File: src/sfcc_pkg.sv
// ----------------------------------------------------------------------------
// sfcc_pkg: shared definitions for the share frame CRC checker
// Types, codes, constants and the byte-wise CRC-32 step used by the checker.
// ----------------------------------------------------------------------------
package sfcc_pkg;

  // Stored header length default and the smallest legal share length.
  localparam int HDR_BYTES_DEF = 8;
  localparam logic [5:0] MIN_SHARE_BYTES = 6'd12;
  localparam logic [5:0] CRC_BYTES = 6'd4;
  localparam logic [5:0] TAG_BYTES = 6'd3;

  // Tag that opens every share.
  localparam logic [7:0] TAG_BYTE0 = 8'hD9;
  localparam logic [7:0] TAG_BYTE1 = 8'h01;
  localparam logic [7:0] TAG_BYTE2 = 8'h35;

  // Reflected CRC-32 polynomial, start value all ones.
  localparam logic [31:0] CRC_POLY = 32'hEDB88320;
  localparam logic [31:0] CRC_INIT = 32'hFFFFFFFF;

  // Configuration register indexes.
  typedef enum logic [0:0] {
    CFG_SHARE_BYTES = 1'b0,
    CFG_SHARE_TOTAL = 1'b1
  } cfg_idx_t;

  // Failure reason codes, lowest code wins within one share.
  typedef enum logic [1:0] {
    REASON_NONE   = 2'd0,
    REASON_TAG    = 2'd1,
    REASON_HEADER = 2'd2,
    REASON_CRC    = 2'd3
  } reason_t;

  // Verdict handed from the check core to the output register.
  typedef struct packed {
    logic       done;
    logic       check_ok;
    logic [7:0] failing_share;
    reason_t    fail_reason;
  } verdict_t;

  // Expected tag byte for positions zero to two.
  function automatic logic [7:0] tag_byte(input logic [1:0] idx);
    logic [7:0] t;
    unique case (idx)
      2'd0:    t = TAG_BYTE0;
      2'd1:    t = TAG_BYTE1;
      default: t = TAG_BYTE2;
    endcase
    return t;
  endfunction

  // One byte of the reflected CRC-32, eight shift steps.
  function automatic logic [31:0] crc_byte(input logic [31:0] crc, input logic [7:0] b);
    logic [31:0] c;
    c = crc ^ {24'd0, b};
    for (int i = 0; i < 8; i++) begin
      c = c[0] ? ((c >> 1) ^ CRC_POLY) : (c >> 1);
    end
    return c;
  endfunction

endpackage

File: src/sfcc_check_core.sv
// ----------------------------------------------------------------------------
// sfcc_check_core: per-byte share checks and stream state
// Tracks position and share, runs the CRC, compares tag and header bytes and
// keeps the first failure until the verdict at the end of the stream.
// ----------------------------------------------------------------------------
module sfcc_check_core #(
  parameter int HEADER_COMPARE_BYTES = sfcc_pkg::HDR_BYTES_DEF
) (
  input  logic               clk,
  input  logic               rst_n,
  input  logic               step,
  input  logic [7:0]         data_byte,
  input  logic [5:0]         share_bytes,
  input  logic [7:0]         share_total,
  output sfcc_pkg::verdict_t verdict
);

  localparam int HIDX_W = (HEADER_COMPARE_BYTES > 1) ? $clog2(HEADER_COMPARE_BYTES) : 1;
  localparam logic [5:0] HDR_LEN = 6'(HEADER_COMPARE_BYTES);

  logic [5:0]        pos_r, pos_nxt;
  logic [7:0]        share_r, share_nxt;
  logic [31:0]       crc_r, crc_nxt;
  logic              failed_r, failed_nxt;
  logic [7:0]        fshare_r, fshare_nxt;
  sfcc_pkg::reason_t freason_r, freason_nxt;
  logic [7:0]        hdr_r [HEADER_COMPARE_BYTES];

  logic [5:0]        len;
  logic [5:0]        body;
  logic [7:0]        count;
  logic              last_byte;
  logic              hdr_hit;
  logic [HIDX_W-1:0] hidx;
  logic              tag_bad;
  logic              hdr_bad;
  logic              crc_bad;
  logic [5:0]        k_full;
  logic [1:0]        k;
  logic [31:0]       crc_fin;
  logic [7:0]        expect_byte;
  sfcc_pkg::reason_t code;
  logic              fault;
  logic              flag_upd;
  logic [7:0]        share_upd;
  sfcc_pkg::reason_t reason_upd;

  // Clamp the configuration to its legal range.
  assign len       = (share_bytes < sfcc_pkg::MIN_SHARE_BYTES) ?
                     sfcc_pkg::MIN_SHARE_BYTES : share_bytes;
  assign body      = len - sfcc_pkg::CRC_BYTES;
  assign count     = (share_total == 8'd0) ? 8'd1 : share_total;
  assign last_byte = pos_r >= (len - 6'd1);

  // Tag and header comparisons.
  assign hdr_hit = pos_r < HDR_LEN;
  assign hidx    = pos_r[HIDX_W-1:0];
  assign tag_bad = (pos_r < sfcc_pkg::TAG_BYTES) &&
                   (data_byte != sfcc_pkg::tag_byte(pos_r[1:0]));
  assign hdr_bad = hdr_hit && (share_r != 8'd0) && (hdr_r[hidx] != data_byte);

  // Checksum bytes compare against the finished CRC, most significant first.
  assign k_full  = pos_r - body;
  assign k       = (k_full > 6'd3) ? 2'd3 : k_full[1:0];
  assign crc_fin = ~crc_r;

  always_comb begin
    unique case (k)
      2'd0:    expect_byte = crc_fin[31:24];
      2'd1:    expect_byte = crc_fin[23:16];
      2'd2:    expect_byte = crc_fin[15:8];
      default: expect_byte = crc_fin[7:0];
    endcase
  end

  assign crc_bad = (pos_r >= body) && (expect_byte != data_byte);

  // Lowest fault code of this byte.
  always_comb begin
    priority if (tag_bad) begin
      code = sfcc_pkg::REASON_TAG;
    end else if (hdr_bad) begin
      code = sfcc_pkg::REASON_HEADER;
    end else if (crc_bad) begin
      code = sfcc_pkg::REASON_CRC;
    end else begin
      code = sfcc_pkg::REASON_NONE;
    end
  end

  assign fault = tag_bad || hdr_bad || crc_bad;

  // Record the first failing share; a lower code in that share replaces it.
  always_comb begin
    flag_upd   = failed_r;
    share_upd  = fshare_r;
    reason_upd = freason_r;
    if (fault) begin
      if (!failed_r) begin
        flag_upd   = 1'b1;
        share_upd  = share_r;
        reason_upd = code;
      end else if ((fshare_r == share_r) && (code < freason_r)) begin
        reason_upd = code;
      end
    end
  end

  // Next state of position, share, CRC and failure record.
  always_comb begin
    pos_nxt         = pos_r + 6'd1;
    share_nxt       = share_r;
    crc_nxt         = (pos_r < body) ? sfcc_pkg::crc_byte(crc_r, data_byte) : crc_r;
    failed_nxt      = flag_upd;
    fshare_nxt      = share_upd;
    freason_nxt     = reason_upd;
    verdict.done          = 1'b0;
    verdict.check_ok      = !flag_upd;
    verdict.failing_share = flag_upd ? share_upd : 8'd0;
    verdict.fail_reason   = flag_upd ? reason_upd : sfcc_pkg::REASON_NONE;
    if (last_byte) begin
      pos_nxt = 6'd0;
      crc_nxt = sfcc_pkg::CRC_INIT;
      if (share_r < (count - 8'd1)) begin
        share_nxt = share_r + 8'd1;
      end else begin
        verdict.done = 1'b1;
        share_nxt    = 8'd0;
        failed_nxt   = 1'b0;
        fshare_nxt   = 8'd0;
        freason_nxt  = sfcc_pkg::REASON_NONE;
      end
    end
  end

  always_ff @(posedge clk) begin
    if (!rst_n) begin
      pos_r     <= 6'd0;
      share_r   <= 8'd0;
      crc_r     <= sfcc_pkg::CRC_INIT;
      failed_r  <= 1'b0;
      fshare_r  <= 8'd0;
      freason_r <= sfcc_pkg::REASON_NONE;
    end else if (step) begin
      pos_r     <= pos_nxt;
      share_r   <= share_nxt;
      crc_r     <= crc_nxt;
      failed_r  <= failed_nxt;
      fshare_r  <= fshare_nxt;
      freason_r <= freason_nxt;
    end
  end

  // Share 0 stores its header bytes for the later shares.
  always_ff @(posedge clk) begin
    if (step && hdr_hit && (share_r == 8'd0)) begin
      hdr_r[hidx] <= data_byte;
    end
  end

endmodule

File: config.mk
export PLATFORM = sky130hd
export DESIGN_NAME = sfcc_check_core
export DESIGN_NICKNAME = d
export VERILOG_FILES = /design/src/sfcc_pkg.sv /design/src/sfcc_check_core.sv
export SDC_FILE = /design/constraint.sdc
export NUM_CORES = 1
export LEC_CHECK = 0
export ABC_AREA = 1
export BUFFER_PORTS_ARGS = -buffer_cell sky130_fd_sc_hd__buf_2
export CAP_MARGIN = 5
export CORE_MARGIN = 2
export CORE_UTILIZATION = 43
export CTS_CLUSTER_SIZE = 24
export DETAILED_ROUTE_END_ITERATION = 8
export GPL_ROUTABILITY_DRIVEN = 0
export GPL_TIMING_DRIVEN = 0
export PLACE_DENSITY = 0.56
export RECOVER_POWER = 50
export SYNTH_ARGS = -nofsm -noshare
export SYNTH_HDL_FRONTEND = slang
export SYNTH_SLANG_ARGS = --single-unit
export TNS_END_PERCENT = 5
File: constraint.sdc
create_clock -name clk -period 6.75 [get_ports clk]
set_clock_uncertainty 0.15 [all_clocks]
set_input_delay 0.675 -clock clk [delete_from_list [all_inputs] [get_ports clk]]
set_output_delay 0.675 -clock clk [all_outputs]
set_load 0.01 [all_outputs]
# Word-level counts from Yosys, hierarchy flattened
# Memories as Yosys holds them, arrays and structs flattened. A register that Yosys moved wholly into a read port is not among the register bits.
# Cells that the tools add are included.
# word_totals
regBits	57
latch_bits	0
ram_bits	64
mem_bits_ro	0
output_inout_bits	12
elab_cells	97
n_memories	1
# mem_list
memory	depth	word_bits	read_ports	rd_clocked_by_memory_dff	write_ports	line	rtl
hdr_r	8	8	1	1	1	sfcc_check_core.sv:27	logic [7:0] hdr_r [HEADER_COMPARE_BYTES];
# op_classes
addsub	6
multipliers	0
n_div	0
order_cmp	9
eq_ne	7
shift	0
mux	40
bitwise_logic	10
reduce_logical	18
# ops
op	n
$mux 32	10
$not 13->14	8
$mux 8	7
$not 32->32	1
$xor 32x8->32	1
$ne 8x8->1	3
$pmux 8 s3	1
$mux 2	10
$logic_not 8->1	2
$pmux 8 s2	1
$ge 6x6->1	2
$lt 6x4->1 const B	2
$mux 6	2
$add 8x1->8 const B	1
$eq 8x8->1	1
$lt 8x8->1	1
$reduce_bool 8->1	1
$sub 8x1->8 const B	1
$logic_and 1x1->1	7
$mux 1	7
$add 6x1->6 const B	1
$gt 6x2->1 const B	1
$lt 6x2->1 const B	1
$lt 6x6->1	1
12 further kinds	17

# Logic depth before layout (Yosys ltp)
# depth
word_depth	20
ltp_mapped	35
mapped_depth_nobuf	35

# Worst setup path after synthesis
# Ideal clock, no wire load.
# synth_path
path_type	input to output
from	in share_bytes[5]
to	out verdict[6] (netlist name)
arrival_time_ns	3.563
required_ns	5.925
path_slack_ns	2.362
path_stages	30
path_cell_list	nor2_1 -> nor2_1 -> inv_1 -> nor2_1 -> xor2_1 -> ha_1 -> nand2_1 -> inv_1 -> nand2_1 -> nand4_1 -> nand2_2 -> nand3_2 -> nor2_4 -> nand2_2 -> nand3_2 -> nand2_1 -> nand2_1 -> nand2_1 -> inv_1 -> nand2_1 -> nor2_1 -> nand2_2 -> nand2_2 -> nand3_4 -> nand2_4 -> buf_12 -> nand2_2 -> o21ai_2 -> inv_1 -> nor2_1
# synth_rtl
item	line	rtl
start: declaration	sfcc_check_core.sv:13	input logic [5:0] share_bytes,
end: declaration	sfcc_check_core.sv:15	output sfcc_pkg::verdict_t verdict

==> impl_metrics.env <==
export IMPL_grt_overflow=0
export IMPL_ys_seq_elements=124
export IMPL_critPathMaxFanout=10
export IMPL_synth_xor_area_share_pct=12.5
export IMPL_synth_avg_cell_area_um2=8.43
export IMPL_synthesis_area_mm2=0.00734
export IMPL_clk_latency_ns=0.42
export IMPL_swShare_pct=34.3
export IMPL_coreArea_mm2=0.0166
export IMPL_drt_iter0_markers=386
export IMPL_p_switching_mw=0.855
export IMPL_fin_area_mm2=0.00833
export IMPL_ys_types=45
export IMPL_clk_pin_slew_ns=0.06
export IMPL_period_minus_slack_ns=5.36
export IMPL_htree_levels=4
export IMPL_max_slew_margin_rel_pct=-3.70
export IMPL_cts_tree="built"
export IMPL_status="finished, violations left"
export IMPL_dpl_cell_area_mm2=0.00782
export IMPL_detail_route_vias_per_cell=5.20
export IMPL_maxCapViolations=1
export IMPL_post_cts_setup_buffers=0
export IMPL_grt_max_degree=17
export IMPL_comb_power_share_pct=30.5
export IMPL_power_leakage_nw=3.50
export IMPL_routed_wl_um=19200
export IMPL_synthMuxAreaShare_pct=0
export IMPL_route_vias_total=6019
export IMPL_critical_path_startpoint_type="primary input"
export IMPL_cp_end_kind="output pin"
export IMPL_dr_pass1_iters=5
export IMPL_synthCells=871
export IMPL_crit_type="primary input to output pin"
export IMPL_dp_cells=1128
export IMPL_drc=0
export IMPL_antenna_found_initial=0
export IMPL_clkPwrFrac_pct=33.4
export IMPL_slowest_delay_ns=0.50
export IMPL_setup_ws_ns=1.39
export IMPL_cts_made_buffers=17
export IMPL_slowest_stage="fa_1"
export IMPL_cp_arrival_ns=4.54
export IMPL_min_period_over_period_pct=79.5
export IMPL_peakVddDrop_uv=184
export IMPL_finalSetupViolCount=0
export IMPL_grt_usage_pct=22.0
export IMPL_portBuffers=35
export IMPL_cts_hold_buf=0
export IMPL_die_y_um=135
export IMPL_grt_pass1_wl_um=30700
export IMPL_synth_adder_area_share_pct=4.87
export IMPL_p_seq_share_pct=36.1
export IMPL_fin_cells=1158
export IMPL_final_nets=980
export IMPL_synth_simple_area_share_pct=20.3
export IMPL_total_power_mw=2.50
export IMPL_slew_viol_final=9
export IMPL_root_buffer="clkbuf_16"
export IMPL_synth_compound_area_share_pct=13.1
export IMPL_die_x_um=135
export IMPL_clk_path_buf_depth=2
export IMPL_n_antenna_cell=0
export IMPL_yosys_warnings=0
export IMPL_fmaxAchievable_mhz=186
export IMPL_hpwl_um=13900
export IMPL_hold_class="flop to flop"
export IMPL_ys_seq_area_share_pct=42.5
export IMPL_grt_pass1_vias=5733
export IMPL_hold_viol_final=0
export IMPL_synth_nets=924
export IMPL_initial_core_util_pct=44.1
export IMPL_area_growth_pct=13.5
export IMPL_dp_slack_ns=1.42
export IMPL_clock_sinks=124
export IMPL_post_cts_resized=0
export IMPL_tns_ns=0
export IMPL_rsz0062_at_grt="false"
export IMPL_final_layout_size_suffix_gt1_share_pct=11.2
export IMPL_crit_required_ns=5.92
export IMPL_die_area_mm2=0.0181
export IMPL_ant_nets=0
export IMPL_synth_top_family_by_area="simple AND/OR/NAND/NOR gates"
export IMPL_wl_per_cell_um=16.6
export IMPL_tightest_slew_ns=1.54
export IMPL_rows=47
export IMPL_critPathMostFrequentCell="nand2_1"
export IMPL_io_pins=37
export IMPL_p_int_mw=1.64
export IMPL_violations="capacitance limit, slew limit"
export IMPL_power_density_mw_per_mm2=300
worst max-delay path: cells and delay by family:
kind	cells	cell delay [ns]
buffers and inverters	8	1.18
AO/OA/AOI/OAI	1	0.15
AND/OR/NAND/NOR	17	1.86
adder cells (fa/ha/maj)	2	0.67
layout by cell type (no fill, tap or decap), drive strengths merged, types with 35 or more instances in the layout:
master and n:
inv 93, nand2 174, xor2 72, nand3 46, a21oi 40, clkbuf 47, edfxtp 64, nor2 86
o21ai 71, buf 35, dfxtp 60
metal layers:
metal  part of all wire (%)  wire length, um  track usage, %
met1                     49             9330            30.1
met2                     46             8900            35.3
met3                    3.4              657            3.72
met4                    1.5              286            7.43
met5                      0                0               0
cells in the mapped netlist, drive strengths merged:
master  number  area share (%)
o221ai      16             1.9
a21oi       40             2.8
nor3        10            0.68
o22ai        8            0.68
a221o        1            0.14
a211o        2            0.24
o211ai      15             1.5
a211oi       1            0.10
o21ai       71             5.0
clkbuf      20             1.0
o31ai        1            0.10
inv         93             4.8
xor2        72             8.7
nand3b       1            0.10
nor2        86             4.8
clkinv       1           0.051
or2          1           0.085
fa           1            0.27
o41ai        2            0.24
nand3       46             3.9
a21boi       1            0.10
ha          27             4.6
buf          8            0.84
nand2      174             9.4
nor4         4            0.34
a31oi        2            0.17
xnor2       31             3.8
edfxtp      64              26
nand4       11            0.94
dfxtp       60              16
o21a         1            0.10
through the flow:
stage          utilization (%)  hold slack [ns]
2_1_floorplan                -            0.286
3_3_place_gp              46.8            0.296
3_5_place_dp              47.0            0.302
4_1_cts                   50.2            0.316
5_1_grt                   50.0            0.357
6_report                  50.0            0.314
final timing paths:
| kind | startpoint | end | slack, ns | cells after the start |
|---|---|---|---|---|
| setup / recovery | share_bytes[5] | verdict[2] | 1.39 | 28 |
| hold / removal | crc_r[23] | crc_r[23] | 0.31 | 1 |
| setup reg to reg | pos_r[0] | freason_r[0] | 2.62 | 27 |
| hold reg to reg | crc_r[23] | crc_r[23] | 0.31 | 1 |
flip-flops by register name (all words and copies together) (netlist names), named ones only:
name	cells
pos_r	6
share_r	8
freason_r	1
failed_r	1
crc_r	32
fshare_r	8
hdr_r	64
power groups by stage:
stage	registers, mW	clock network (mW)	logic (mW)
final	0.900	0.834	0.762
after global routing	0.909	0.876	0.845
after CTS	0.900	0.843	0.760
after detailed placement	0.916	0	0.755
after global placement	0.915	0	0.752
after floorplan	0.907	0	0.588
area by class of cell:
class / count / area [um^2]
Fill cell: 1667 / 8310
Inverter: 94 / 353
Tap cell: 220 / 275
Multi-Input combinational cell: 625 / 3740
Buffer: 28 / 136
Timing Repair Buffer: 37 / 173
Sequential cell: 124 / 3120
Clock buffer: 17 / 425
Clock inverter: 13 / 105
logic make-up (layout without fill, tap and decap cells):
kind of cell             Yosys count  in the layout
AND/OR/NAND/NOR                  333            333
AO/OA/AOI/OAI                    161            161
flip-flops                       124            124
buffers and inverters            122            189
XOR/XNOR                         103            103
adder cells (fa/ha/maj)           28             28
No activity file was read; power rests on OpenSTA's default activity.
